File: config.mk
export PLATFORM = sky130hd
export DESIGN_NAME = text_tile_cursor_writer_top_flat
export DESIGN_NICKNAME = d
export VERILOG_FILES = /design/src/hdl/ttcw_pkg.sv /design/src/hdl/ttcw_if.sv /design/src/hdl/ttcw_cursor.sv /design/src/hdl/text_tile_cursor_writer_top.sv /design/src/flat_wrapper.sv
export VERILOG_INCLUDE_DIRS = /design/src /design/src/hdl
export SDC_FILE = /design/constraint.sdc
export NUM_CORES = 1
export LEC_CHECK = 0
export BUFFER_PORTS_ARGS = -buffer_cell sky130_fd_sc_hd__buf_2
export CAP_MARGIN = 20
export CORE_MARGIN = 3
export CORE_UTILIZATION = 55
export DETAILED_ROUTE_END_ITERATION = 8
export GPL_ROUTABILITY_DRIVEN = 0
export MAX_ROUTING_LAYER = met4
export PLACE_DENSITY = 0.72
export SETUP_SLACK_MARGIN = 0.02
export SLEW_MARGIN = 20
export SYNTH_ARGS = -nofsm -noshare
export SYNTH_HDL_FRONTEND = slang
export SYNTH_HIERARCHICAL = 1
export SYNTH_SLANG_ARGS = --single-unit
File: constraint.sdc
create_clock -name clk -period 6.81 [get_ports clk]
set_input_delay 1.7025 -clock clk [delete_from_list [all_inputs] [get_ports clk]]
set_output_delay 1.7025 -clock clk [all_outputs]
set_load 0.01 [all_outputs]
File: src/hdl/text_tile_cursor_writer_top_assert.svh
// Assertion macros shared by the text tile cursor writer modules.
`ifndef TEXT_TILE_CURSOR_WRITER_TOP_ASSERT_SVH
`define TEXT_TILE_CURSOR_WRITER_TOP_ASSERT_SVH

// Check that cons holds in the same cycle as pre.
`define TTCW_ASSERT_NOW(label, pre, cons) \
  label: assert property (@(posedge clk) disable iff (rst) (pre) |-> (cons)) \
    else $error("text tile cursor writer check failed");

// Check that cons holds in the cycle after pre.
`define TTCW_ASSERT_NEXT(label, pre, cons) \
  label: assert property (@(posedge clk) disable iff (rst) (pre) |=> (cons)) \
    else $error("text tile cursor writer check failed");

`endif

File: src/hdl/ttcw_pkg.sv
// Types, constants and the glyph map of the text tile cursor writer.
package ttcw_pkg;

  // Configuration port
  localparam int CFG_INDEX_W = 2;
  localparam int CFG_DATA_W  = 6;

  localparam logic [CFG_INDEX_W-1:0] REG_ROTATION_MODE = 2'd0;
  localparam logic [CFG_INDEX_W-1:0] REG_LAST_COLUMN   = 2'd1;
  localparam logic [CFG_INDEX_W-1:0] REG_LAST_ROW      = 2'd2;
  localparam logic [CFG_INDEX_W-1:0] REG_PALETTE_INDEX = 2'd3;

  // Rotation codes; the unused code behaves as no rotation
  localparam logic [1:0] ROT_NONE = 2'd0;
  localparam logic [1:0] ROT_CW   = 2'd1;
  localparam logic [1:0] ROT_CCW  = 2'd2;

  localparam logic [1:0] ROTATION_RESET = ROT_NONE;
  localparam logic [5:0] LAST_COLUMN_RESET = 6'd31;
  localparam logic [5:0] LAST_ROW_RESET = 6'd23;
  localparam logic [3:0] PALETTE_RESET = 4'd0;

  // Glyph map constants
  localparam logic [7:0] NEWLINE_BYTE  = 8'd10;
  localparam logic [7:0] STAR_BYTE     = 8'd42;
  localparam logic [7:0] FIRST_PRINT   = 8'd32;
  localparam logic [7:0] NEWLINE_GLYPH = 8'd200;
  localparam logic [7:0] ACCENT_BASE   = 8'd96;
  localparam int ACCENT_COUNT = 18;

  localparam logic [7:0] ACCENT_BYTES [ACCENT_COUNT] = '{
    8'd199, 8'd231, 8'd209, 8'd241, 8'd193, 8'd201, 8'd205, 8'd211, 8'd218,
    8'd225, 8'd233, 8'd237, 8'd243, 8'd250, 8'd239, 8'd252, 8'd161, 8'd191
  };

  // Per-item request to the cursor
  typedef struct packed {
    logic       sos;
    logic [5:0] start_col;
    logic [5:0] start_row;
    logic       wr;
    logic       nl;
  } cursor_cmd_t;

  // Position the current item is written at
  typedef struct packed {
    logic [5:0] col;
    logic [5:0] row;
  } cursor_pos_t;

  // Map a Latin-1 byte to its glyph code; newline gets a code of its own
  function automatic logic [7:0] glyph_of(input logic [7:0] b);
    logic [7:0] g;
    g = 8'd0;
    if (b == NEWLINE_BYTE) begin
      g = NEWLINE_GLYPH;
    end else if (b < FIRST_PRINT || b == STAR_BYTE) begin
      g = 8'd0;
    end else if (!b[7]) begin
      g = b - FIRST_PRINT;
    end else begin
      for (int i = 0; i < ACCENT_COUNT; i++) begin
        if (ACCENT_BYTES[i] == b) g = ACCENT_BASE + 8'(i);
      end
    end
    return g;
  endfunction

endpackage

File: src/hdl/ttcw_if.sv
// Valid/ready channels for character items and tile write items.
interface ttcw_char_if;
  logic       valid;
  logic       ready;
  logic [7:0] char_byte;
  logic       start_of_string;
  logic [5:0] start_col;
  logic [5:0] start_row;
  logic       screen_sel;
  logic [1:0] layer_sel;

  modport source (output valid, char_byte, start_of_string, start_col, start_row,
                  screen_sel, layer_sel, input ready);
  modport sink (input valid, char_byte, start_of_string, start_col, start_row,
                screen_sel, layer_sel, output ready);
endinterface

interface ttcw_tile_if;
  logic        valid;
  logic        ready;
  logic        write_valid;
  logic [5:0]  tile_col;
  logic [5:0]  tile_row;
  logic [15:0] tile_value;
  logic        out_screen;
  logic [1:0]  out_layer;

  modport source (output valid, write_valid, tile_col, tile_row, tile_value,
                  out_screen, out_layer, input ready);
  modport sink (input valid, write_valid, tile_col, tile_row, tile_value,
                out_screen, out_layer, output ready);
endinterface

File: src/hdl/ttcw_cursor.sv
// Text cursor: start load with rotation, clamping and advance with wrap.
`include "text_tile_cursor_writer_top_assert.svh"

module ttcw_cursor (
  input  logic                  clk,
  input  logic                  rst,
  input  logic                  step,
  input  ttcw_pkg::cursor_cmd_t cmd,
  input  logic [1:0]            rot,
  input  logic [5:0]            lc,
  input  logic [5:0]            lr,
  output ttcw_pkg::cursor_pos_t pos
);

  logic [5:0] col;
  logic [5:0] row;
  logic [5:0] col_next;
  logic [5:0] row_next;
  logic [5:0] base_col;
  logic [5:0] base_row;
  logic [5:0] cur_col;
  logic [5:0] cur_row;
  logic       eol;
  logic       wrap;

  // Pick the start position for the rotation, or the held cursor
  always_comb begin
    base_col = col;
    base_row = row;
    if (cmd.sos) begin
      case (rot)
        ttcw_pkg::ROT_CW: begin
          base_col = (cmd.start_row > lc) ? 6'd0 : lc - cmd.start_row;
          base_row = (cmd.start_col > lr) ? lr : cmd.start_col;
        end
        ttcw_pkg::ROT_CCW: begin
          base_col = (cmd.start_row > lc) ? lc : cmd.start_row;
          base_row = (cmd.start_col > lr) ? 6'd0 : lr - cmd.start_col;
        end
        default: begin
          base_col = (cmd.start_col > lc) ? lc : cmd.start_col;
          base_row = (cmd.start_row > lr) ? lr : cmd.start_row;
        end
      endcase
    end
  end

  // Clamp to the current map limits
  assign cur_col = (base_col > lc) ? lc : base_col;
  assign cur_row = (base_row > lr) ? lr : base_row;
  assign pos.col = cur_col;
  assign pos.row = cur_row;

  // Advance along the line, wrap to the next line on end of line or newline
  always_comb begin
    eol      = 1'b0;
    col_next = cur_col;
    row_next = cur_row;
    case (rot)
      ttcw_pkg::ROT_CW: begin
        eol  = cmd.wr && (cur_row == lr);
        wrap = eol || cmd.nl;
        if (wrap) begin
          row_next = 6'd0;
          col_next = (cur_col == 6'd0) ? lc : cur_col - 6'd1;
        end else if (cmd.wr) begin
          row_next = cur_row + 6'd1;
        end
      end
      ttcw_pkg::ROT_CCW: begin
        eol  = cmd.wr && (cur_row == 6'd0);
        wrap = eol || cmd.nl;
        if (wrap) begin
          row_next = lr;
          col_next = (cur_col == lc) ? 6'd0 : cur_col + 6'd1;
        end else if (cmd.wr) begin
          row_next = cur_row - 6'd1;
        end
      end
      default: begin
        eol  = cmd.wr && (cur_col == lc);
        wrap = eol || cmd.nl;
        if (wrap) begin
          col_next = 6'd0;
          row_next = (cur_row == lr) ? 6'd0 : cur_row + 6'd1;
        end else if (cmd.wr) begin
          col_next = cur_col + 6'd1;
        end
      end
    endcase
  end

  // Hold the cursor between items
  always_ff @(posedge clk) begin
    if (rst) begin
      col <= 6'd0;
      row <= 6'd0;
    end else if (step) begin
      col <= col_next;
      row <= row_next;
    end
  end

  `TTCW_ASSERT_NEXT(a_col_in_map, step, col <= $past(lc))
  `TTCW_ASSERT_NEXT(a_row_in_map, step, row <= $past(lr))
  `TTCW_ASSERT_NEXT(a_hold_when_idle, !step, col == $past(col) && row == $past(row))

endmodule

File: src/hdl/text_tile_cursor_writer_top.sv
// Text tile cursor writer: turns character items into tile-map write items.
//
// Each accepted character item produces exactly one result item: the item
// enters the input register at the accepting edge, and its result enters the
// result register once that register is free or being read. One item is
// taken every cycle when the result side keeps up. The rate is set by the
// cursor register: its next value (start load, clamp, advance with wrap) is
// worked out combinationally from the item held in the input register. While
// the result register holds an unread result, the input register still takes
// one more item. Configuration writes take effect on the next clock edge.
`include "text_tile_cursor_writer_top_assert.svh"

module text_tile_cursor_writer_top #(
  parameter int LAST_GLYPH_CODE = 113,
  parameter int MAP_SIDE_TILES  = 64
) (
  input  logic                                clk,
  input  logic                                rst,
  ttcw_char_if.sink                           char_in,
  ttcw_tile_if.source                         tile_out,
  input  logic                                cfg_write,
  input  logic [ttcw_pkg::CFG_INDEX_W-1:0]    cfg_index,
  input  logic [ttcw_pkg::CFG_DATA_W-1:0]     cfg_data
);

  localparam logic [6:0] MAP_LAST  = 7'(MAP_SIDE_TILES - 1);
  localparam logic [7:0] GLYPH_MAX = 8'(LAST_GLYPH_CODE);

  // Configuration registers
  logic [1:0] rotation_mode;
  logic [5:0] last_column;
  logic [5:0] last_row;
  logic [3:0] palette_index;

  // Input register
  logic       s1_valid;
  logic [7:0] s1_byte;
  logic       s1_sos;
  logic [5:0] s1_start_col;
  logic [5:0] s1_start_row;
  logic       s1_screen;
  logic [1:0] s1_layer;

  // Result register
  logic        out_valid;
  logic        out_write;
  logic [5:0]  out_col;
  logic [5:0]  out_row;
  logic [15:0] out_value;
  logic        out_screen;
  logic [1:0]  out_layer;

  logic                  advance;
  logic [5:0]            lc;
  logic [5:0]            lr;
  logic [7:0]            glyph;
  logic                  wr;
  logic                  out_blank;
  ttcw_pkg::cursor_cmd_t cmd;
  ttcw_pkg::cursor_pos_t pos;

  // Write configuration registers
  always_ff @(posedge clk) begin
    if (rst) begin
      rotation_mode <= ttcw_pkg::ROTATION_RESET;
      last_column   <= ttcw_pkg::LAST_COLUMN_RESET;
      last_row      <= ttcw_pkg::LAST_ROW_RESET;
      palette_index <= ttcw_pkg::PALETTE_RESET;
    end else if (cfg_write) begin
      case (cfg_index)
        ttcw_pkg::REG_ROTATION_MODE: rotation_mode <= cfg_data[1:0];
        ttcw_pkg::REG_LAST_COLUMN:   last_column   <= cfg_data[5:0];
        ttcw_pkg::REG_LAST_ROW:      last_row      <= cfg_data[5:0];
        ttcw_pkg::REG_PALETTE_INDEX: palette_index <= cfg_data[3:0];
        default: ;
      endcase
    end
  end

  // Limit the layer size to the map
  assign lc = ({1'b0, last_column} > MAP_LAST) ? MAP_LAST[5:0] : last_column;
  assign lr = ({1'b0, last_row} > MAP_LAST) ? MAP_LAST[5:0] : last_row;

  // Move an item on when the result register is free or being read
  assign advance       = s1_valid && (!out_valid || tile_out.ready);
  assign char_in.ready = !s1_valid || advance;

  // Capture the input item
  always_ff @(posedge clk) begin
    if (rst) begin
      s1_valid <= 1'b0;
    end else if (char_in.ready) begin
      s1_valid <= char_in.valid;
    end
  end

  always_ff @(posedge clk) begin
    if (char_in.valid && char_in.ready) begin
      s1_byte      <= char_in.char_byte;
      s1_sos       <= char_in.start_of_string;
      s1_start_col <= char_in.start_col;
      s1_start_row <= char_in.start_row;
      s1_screen    <= char_in.screen_sel;
      s1_layer     <= char_in.layer_sel;
    end
  end

  // Map the byte to a glyph
  assign glyph = ttcw_pkg::glyph_of(s1_byte);
  assign wr    = (glyph <= GLYPH_MAX);

  assign cmd.sos       = s1_sos;
  assign cmd.start_col = s1_start_col;
  assign cmd.start_row = s1_start_row;
  assign cmd.wr        = wr;
  assign cmd.nl        = (glyph == ttcw_pkg::NEWLINE_GLYPH);

  ttcw_cursor u_cursor (
    .clk  (clk),
    .rst  (rst),
    .step (advance),
    .cmd  (cmd),
    .rot  (rotation_mode),
    .lc   (lc),
    .lr   (lr),
    .pos  (pos)
  );

  // Hold the result until it is taken
  always_ff @(posedge clk) begin
    if (rst) begin
      out_valid <= 1'b0;
    end else if (advance) begin
      out_valid <= 1'b1;
    end else if (tile_out.ready) begin
      out_valid <= 1'b0;
    end
  end

  always_ff @(posedge clk) begin
    if (advance) begin
      out_write  <= wr;
      out_col    <= wr ? pos.col : 6'd0;
      out_row    <= wr ? pos.row : 6'd0;
      out_value  <= wr ? {palette_index, 4'd0, glyph} : 16'd0;
      out_screen <= wr ? s1_screen : 1'b0;
      out_layer  <= wr ? s1_layer : 2'd0;
    end
  end

  assign tile_out.valid       = out_valid;
  assign tile_out.write_valid = out_write;
  assign tile_out.tile_col    = out_col;
  assign tile_out.tile_row    = out_row;
  assign tile_out.tile_value  = out_value;
  assign tile_out.out_screen  = out_screen;
  assign tile_out.out_layer   = out_layer;

  // Blank result fields
  assign out_blank = (out_value == 16'd0) && (out_col == 6'd0) && (out_row == 6'd0);

  `TTCW_ASSERT_NEXT(a_stage_drains, s1_valid && !out_valid, out_valid)
  `TTCW_ASSERT_NOW(a_no_write_is_zero, out_valid && !out_write, out_blank)
  `TTCW_ASSERT_NEXT(a_result_held, out_valid && !tile_out.ready, out_valid && $stable(out_value))

endmodule

File: src/flat_wrapper.sv
// flat-port wrapper written by rule: the top's interface ports become plain ports
module text_tile_cursor_writer_top_flat 
#(
  parameter int LAST_GLYPH_CODE = 113,
  parameter int MAP_SIDE_TILES  = 64
)
  (clk, rst, cfg_write, cfg_index, cfg_data, char_in_valid, char_in_char_byte, char_in_start_of_string, char_in_start_col, char_in_start_row, char_in_screen_sel, char_in_layer_sel, char_in_ready, tile_out_valid, tile_out_write_valid, tile_out_tile_col, tile_out_tile_row, tile_out_tile_value, tile_out_out_screen, tile_out_out_layer, tile_out_ready);
  ttcw_char_if char_in_i ();
  ttcw_tile_if tile_out_i ();
  input  logic clk;
  input  logic rst;
  input  logic cfg_write;
  input  logic [ttcw_pkg::CFG_INDEX_W-1:0] cfg_index;
  input  logic [ttcw_pkg::CFG_DATA_W-1:0] cfg_data;
  input wire logic [$bits(char_in_i.valid)-1:0] char_in_valid;
  input wire logic [$bits(char_in_i.char_byte)-1:0] char_in_char_byte;
  input wire logic [$bits(char_in_i.start_of_string)-1:0] char_in_start_of_string;
  input wire logic [$bits(char_in_i.start_col)-1:0] char_in_start_col;
  input wire logic [$bits(char_in_i.start_row)-1:0] char_in_start_row;
  input wire logic [$bits(char_in_i.screen_sel)-1:0] char_in_screen_sel;
  input wire logic [$bits(char_in_i.layer_sel)-1:0] char_in_layer_sel;
  output wire logic [$bits(char_in_i.ready)-1:0] char_in_ready;
  output wire logic [$bits(tile_out_i.valid)-1:0] tile_out_valid;
  output wire logic [$bits(tile_out_i.write_valid)-1:0] tile_out_write_valid;
  output wire logic [$bits(tile_out_i.tile_col)-1:0] tile_out_tile_col;
  output wire logic [$bits(tile_out_i.tile_row)-1:0] tile_out_tile_row;
  output wire logic [$bits(tile_out_i.tile_value)-1:0] tile_out_tile_value;
  output wire logic [$bits(tile_out_i.out_screen)-1:0] tile_out_out_screen;
  output wire logic [$bits(tile_out_i.out_layer)-1:0] tile_out_out_layer;
  input wire logic [$bits(tile_out_i.ready)-1:0] tile_out_ready;
  assign char_in_i.valid = char_in_valid;
  assign char_in_i.char_byte = char_in_char_byte;
  assign char_in_i.start_of_string = char_in_start_of_string;
  assign char_in_i.start_col = char_in_start_col;
  assign char_in_i.start_row = char_in_start_row;
  assign char_in_i.screen_sel = char_in_screen_sel;
  assign char_in_i.layer_sel = char_in_layer_sel;
  assign char_in_ready = char_in_i.ready;
  assign tile_out_valid = tile_out_i.valid;
  assign tile_out_write_valid = tile_out_i.write_valid;
  assign tile_out_tile_col = tile_out_i.tile_col;
  assign tile_out_tile_row = tile_out_i.tile_row;
  assign tile_out_tile_value = tile_out_i.tile_value;
  assign tile_out_out_screen = tile_out_i.out_screen;
  assign tile_out_out_layer = tile_out_i.out_layer;
  assign tile_out_i.ready = tile_out_ready;
  text_tile_cursor_writer_top #(.LAST_GLYPH_CODE(LAST_GLYPH_CODE), .MAP_SIDE_TILES(MAP_SIDE_TILES)) u_core (.clk(clk), .rst(rst), .char_in(char_in_i), .tile_out(tile_out_i), .cfg_write(cfg_write), .cfg_index(cfg_index), .cfg_data(cfg_data));
endmodule
# ---- Yosys cells after proc, flatten, opt, wreduce, memory -nomap -nowiden
# Index checks and enable logic that the tools add are counted.
dict set report op_classes {
  reduce_logical 21
  mux 49
  addsub 7
  n_lt_le_gt_ge 8
  eq_ne 28
}
# operator count
set ops {}
lappend ops {{== test 8 bit (first input constant)} 18}
lappend ops {{two-way mux 6 bit} 22}
lappend ops {{two-way mux 7 bit} 18}
lappend ops {{case mux 6 bit (2 select lines)} 4}
lappend ops {{> comparator 6 bit} 6}
lappend ops {{two-way mux 8 bit} 3}
lappend ops {{adder 6 x 1 -> 6 bit (second input constant)} 2}
lappend ops {{== test 6 bit} 2}
lappend ops {{logical NOT 6 bit} 2}
lappend ops {{subtractor 6 x 1 -> 6 bit (second input constant)} 2}
lappend ops {{subtractor 6 bit} 2}
lappend ops {{== test 8 x 4 -> 1 bit (second input constant)} 1}
lappend ops {{== test 8 x 6 -> 1 bit (second input constant)} 1}
lappend ops {{== test 8 bit (second input constant)} 1}
lappend ops {{less-or-equal comparator 8 x 7 -> 1 bit (second input constant)} 1}
lappend ops {{< comparator 8 x 6 -> 1 bit (second input constant)} 1}
lappend ops {{AND reduction 2 bit} 4}
lappend ops {{subtractor 8 x 6 -> 8 bit (second input constant)} 1}
lappend ops {{== test 2 bit (second input constant)} 3}
lappend ops {{logical OR 1 bit} 6}
lappend ops {{logical AND 1 bit} 5}
lappend ops {{== test 2 x 1 -> 1 bit (second input constant)} 2}
lappend ops {{logical NOT 1 bit} 2}
lappend ops {{logical NOT 2 bit} 1}
lappend ops {{other kinds (2)} 3}
dict set report totals {
  regBits 88
  output_inout_bits 34
  wordCells 134
  input_bits 37
}

# ---- Longest topological paths before layout
dict set report logic_depth {
  word_depth 27
  depth_mapped 28
}

# ---- Hierarchy
# Netlist, hierarchy kept.
# mod n_inst area_each_um2 cells_per_inst
set by_module_without_submodules {}
lappend by_module_without_submodules {ttcw_cursor 1 4610.7 694}
lappend by_module_without_submodules {text_tile_cursor_writer_top 1 3298.2 292}

# ---- Worst setup path before layout
# OpenSTA, ideal clock, no wires.
dict set report synth_timing {
  path_kind {flip-flop to flip-flop}
  from {reg u_core.last_row[0]}
  to {reg u_core.u_cursor.col[5]}
  required_ns 6.730
  slack_ns 0.808
  t_arrival_ns 5.922
  period_less_slack_ns 6.002
  path_stages_with_launch 28
  path_cell_list {dfxtp_1 inv_1 ha_1 fa_1 nor2b_4 o2111a_1 nor2_4 o41ai_1 or2_1 a31o_2 ha_1 and3_1 nor2b_1 o21ai_0 o21ai_0 o311ai_1 buf_2 buf_1 mux2i_1 ha_1 nand2_1 nor2_1 or4b_4 and2_4 or2_4 or3_1 a31o_1 a211oi_2}
}
dict set report synth_via {
  elab_chain_len 11
  elab_cells_between_ends 19
  classes_between {1 x add/sub; 3 x order compare; 1 x eq/ne; 9 x mux; 5 x reduce/logical}
}
# element line_no
set synth_rtl {}
lappend synth_rtl {{start: declaration} text_tile_cursor_writer_top.sv:32} ;# logic [5:0] last_row;
lappend synth_rtl {{start signal: assignment} text_tile_cursor_writer_top.sv:67} ;# last_row <= ttcw_pkg::LAST_ROW_RESET;
lappend synth_rtl {{start signal: assignment} text_tile_cursor_writer_top.sv:73} ;# ttcw_pkg::REG_LAST_ROW: last_row <= cfg_data[5:0];
lappend synth_rtl {{subtractor 6 bit (tied with other cells)} ttcw_cursor.sv:38} ;# base_row = (cmd.start_col > lr) ? 6'd0 : lr - cmd.start_col;
lappend synth_rtl {{two-way mux 6 bit, on equally long branches} {ttcw_cursor.sv:38, ttcw_cursor.sv:34, ttcw_cursor.sv:42}}
lappend synth_rtl {{case mux 6 bit (2 select lines)} ttcw_cursor.sv:31} ;# case (rot)
lappend synth_rtl {{two-way mux 6 bit} ttcw_cursor.sv:30} ;# if (cmd.sos) begin
lappend synth_rtl {{> comparator 6 bit} ttcw_cursor.sv:50} ;# assign cur_row = (base_row > lr) ? lr : base_row;
lappend synth_rtl {{two-way mux 6 bit} ttcw_cursor.sv:50}
lappend synth_rtl {{== test 6 bit / logical NOT 6 bit (equally long branches)} {ttcw_cursor.sv:61, ttcw_cursor.sv:71}}
lappend synth_rtl {{logical AND 1 bit, on equally long branches} {ttcw_cursor.sv:61, ttcw_cursor.sv:71}}
lappend synth_rtl {{logical OR 1 bit, on equally long branches} {ttcw_cursor.sv:62, ttcw_cursor.sv:72}}
lappend synth_rtl {{two-way mux 6 bit, on equally long branches} {ttcw_cursor.sv:63, ttcw_cursor.sv:73}}
lappend synth_rtl {{case mux 6 bit (2 select lines) *} ttcw_cursor.sv:59} ;# case (rot)
lappend synth_rtl {{end signal: assignment} ttcw_cursor.sv:99} ;# col <= col_next;
lappend synth_rtl {{end: declaration} ttcw_cursor.sv:15} ;# logic [5:0] col;
# Mark *: on every way between the ends. The rest lies on a longest branch, timed or not.
# A chain may end at the register's enable or synchronous reset.

# ---- Worst setup path in the final report
dict set report layout_timing {
  from {reg u_core.s1_start_col[0]}
  to {reg u_core.u_cursor.col[5]}
}
dict set report layout_via {
  elab_chain_len 11
  elab_cells_between_ends 33
  classes_between {3 x add/sub; 4 x order compare; 2 x eq/ne; 16 x mux; 8 x reduce/logical}
}
# element line_no
set layout_rtl {}
lappend layout_rtl {{start: declaration} text_tile_cursor_writer_top.sv:39} ;# logic [5:0] s1_start_col;
lappend layout_rtl {{start signal: assignment} text_tile_cursor_writer_top.sv:101} ;# s1_start_col <= char_in.start_col;
lappend layout_rtl {{branches (longest 10 deep; another with > comparator 6 bit)} -}
lappend layout_rtl {{case mux 6 bit (2 select lines) *} ttcw_cursor.sv:59}
# Mark *: on every way between the ends.

==> impl_metrics.json <==
{
  "reg2reg_slack_ns": 0.53,
  "final_common_cell": "nand2_1",
  "root_buffer": "clkbuf_16",
  "antenna_found_initial": 0,
  "area.growth.synth_to_final_pct": 10.2,
  "finalSetupTns_ns": 0,
  "holdPathStages": 2,
  "hold_violations": 0,
  "coreArea_um2": 14000,
  "vias": 8237,
  "clock_sinks": 84,
  "grt_pass1_wl_um": 38600,
  "max_freq_mhz": 159,
  "nets": 1111,
  "ys_ff_latch": 84,
  "dp_hpwl_um": 17800,
  "netlist_instances": 986,
  "synth_area_um2": 7910,
  "wl_per_cell_um": 19.8,
  "h-tree-depth": 3,
  "cts_tree": "done",
  "hp-start": "u_core/palette_index[2]",
  "dr.pass1.iters": 6,
  "synth_edf_count": 52,
  "peakVddDrop_mv": 0.114,
  "gr-total-overflow": 0,
  "grt_pass1_vias": 7394,
  "p_per_area_nw_per_um2": 203,
  "rsz0062_at_grt": "no",
  "min_path_type": "flop to flop",
  "vias_per_cell": 6.77,
  "grt_max_degree": 42,
  "arrival_ns": 6.56,
  "ant_nets": 0,
  "grt.total_usage_pct": 30.6,
  "synth_cell_types": 100,
  "ys_warn_count": 6,
  "clk_latency_ns": 0.36,
  "mostFrequentLayoutCells": "93 x nand2_1, 87 x nor2_1, 66 x buf_2, 54 x a21oi_1, 52 x edfxtp_1",
  "reg2regPathDepth": 24,
  "io_buffer_count": 66,
  "dieArea_um2": 15900,
  "postLayoutCoreUtil_pct": 62.3,
  "cp_max_fo": 13,
  "place_area_um2": 8420,
  "path_class": "flop to flop",
  "maxCapViolCount": 0,
  "seq_area_frac_synth_pct": 27.8,
  "chipHeight_um": 126,
  "drtIter0Drc": 1287,
  "clockBufferDepth": 2,
  "numCtsBuffers": 9,
  "clk_pin_slew_worst_paths_ns": 0.07,
  "slew_headroom_pct": 47.2,
  "leakage_uw": 0.00351,
  "cp-end-kind": "flop",
  "synth_ff_type": "edfxtp_1",
  "boundaryPins": 71,
  "setup_viol": 0,
  "diodes": 0,
  "fin_crit_ns": 6.28,
  "remaining_drc_errors": 0,
  "ctsHoldBuffers": 0,
  "fin_skew_ns": 0.0142,
  "r2r-start": "u_core/s1_start_col[0]",
  "status": "finished, final reports clean",
  "fp.dieW_um": 126,
  "whs_endpoint": "u_core/palette_index[2]",
  "start_util_pct": 56.5,
  "critical_path_required_ns": 7.09,
  "num_rows": 43,
  "drt_wl_total_um": 24100,
  "async_flop_share_pct": 0,
  "avgSynthCellArea_um2": 8.02,
  "postCtsSetupBuffers": 0,
  "tightest_slew_ns": 0.784,
  "drive_gt1_share_pct": 14.9,
  "cts_resized": 0,
  "final_area_um2": 8710,
  "timing.final.max_slew_violations": 0,
  "startpoint_type": "flop",
  "holdWs_ns": 0.490,
  "rr_endpoint": "u_core/u_cursor/col[5]",
  "period_share_pct": 92.2
}
kinds of logic (layout without fill, tap and decap cells):
group	count (synthesis)	count (layout)	synth area share (%)
adders and majority gates	42	42	6.83
other	1	5	0.0474
xor gates and xnor gates	19	19	2.10
DFF	84	84	27.8
muxes	26	26	3.35
buffers and inverters	115	162	5.98
AOI/OAI and AO/OA	294	294	27.1
and+or+nand+nor	405	405	26.7
critical path: stages, from the launching register on:
cell       delay, ns
edfxtp_1        0.46
ha_1            0.26
fa_1            0.44
nor2b_4         0.16
o2111ai_2       0.26
nand2_4         0.18
nand3_1         0.12
a31oi_1         0.61
ha_1            0.36
a21o_1          0.18
a21oi_1         0.15
nor2b_1         0.14
o21ai_0         0.11
o21ai_0         0.12
o311ai_2        0.16
mux2i_1         0.31
ha_1            0.21
nand2_1         0.11
nor2_1          0.12
or4b_4          0.50
and2_4          0.23
or2_4           0.28
or3_1           0.34
a31o_1          0.19
a211oi_2        0.20
sequential cells by signal (all words and copies together) (netlist names), 2 cells and up:
register and cells:
u_core/tile_out.tile_col 6, u_core/s1_start_col 6, u_core/tile_out.tile_row 6, u_core/s1_byte 8, u_core/last_row 6, u_core/tile_out.out_layer 2, u_core/u_cursor/col 6, u_core/last_column 6
u_core/s1_start_row 6, u_core/s1_layer 2, u_core/tile_out.tile_value 12, u_core/rotation_mode 2, u_core/palette_index 4, u_core/u_cursor/row 6
synth_stat cells (11+ instances only):
cell / number / area [µm²]
a31oi_1: 20 / 125
clkbuf_1: 39 / 146
nand3_1: 33 / 165
xnor2_1: 14 / 123
a21oi_1: 54 / 270
buf_2: 12 / 60.1
mux2i_1: 22 / 220
nand3b_1: 15 / 113
nand4_1: 14 / 87.6
inv_1: 51 / 191
ha_1: 40 / 500
o21ai_0: 46 / 230
and3_1: 11 / 68.8
a21o_1: 12 / 90.1
and2_1: 30 / 188
dfxtp_1: 32 / 641
nor2b_1: 18 / 113
nand2_1: 93 / 349
edfxtp_1: 52 / 1560
nor3_1: 33 / 165
nor2_1: 87 / 327
worst max path at each step:
stage               depth (start not counted)                    from                     end  slack, ns
global placement                           24  u_core/s1_start_col[0]  u_core/u_cursor/col[5]       0.79
finish                                     24  u_core/s1_start_col[0]  u_core/u_cursor/col[5]       0.53
detailed placement                         24  u_core/s1_start_col[0]  u_core/u_cursor/col[5]       0.67
floorplan                                  27      u_core/last_row[0]  u_core/u_cursor/col[5]       0.81
CTS                                        24  u_core/s1_start_col[0]  u_core/u_cursor/col[5]       0.65
global route                               24  u_core/s1_start_col[0]  u_core/u_cursor/col[3]       0.16
report_power, final:
part	leakage, µW	switching (µW)	internal (µW)	total [µW]
logic	0.00260	401	246	647
registers	0.000759	38.4	580	618
clock network	0.000148	241	261	502
total	0.00351	681	1090	1770
area by class of cell:
cell class,count,area (µm²)
clock buffer,9,225
clock inverter,7,71.3
fill,1285,5280
inverter,55,206
multi-input combinational,791,5260
sequential,84,2200
tap,180,225
timing repair buffer,91,518
metal layers:
| metal | GRT usage, % | share of wire (%) | vias up |
|---|---|---|---|
| met1 | 41.7 | 42 | 3794 |
| met4 | 12.1 | 3.2 | 0 |
| met3 | 6.11 | 11 | 83 |
| li1 | - | - | 3815 |
| met5 | - | 0 | - |
| met2 | 44.8 | 44 | 545 |
metrics by stage:
step | total power (µW) | std cells | worst slack [ns]
5_1_grt | 1860 | 1217 | 0.164
3_5_place_dp | 1250 | 1201 | 0.669
4_1_cts | 1750 | 1217 | 0.649
2_1_floorplan | 1090 | 990 | 0.808
6_report | 1770 | 1217 | 0.530
3_3_place_gp | 1250 | 1201 | 0.794
Note: power is estimated with default switching activity, not from simulation.
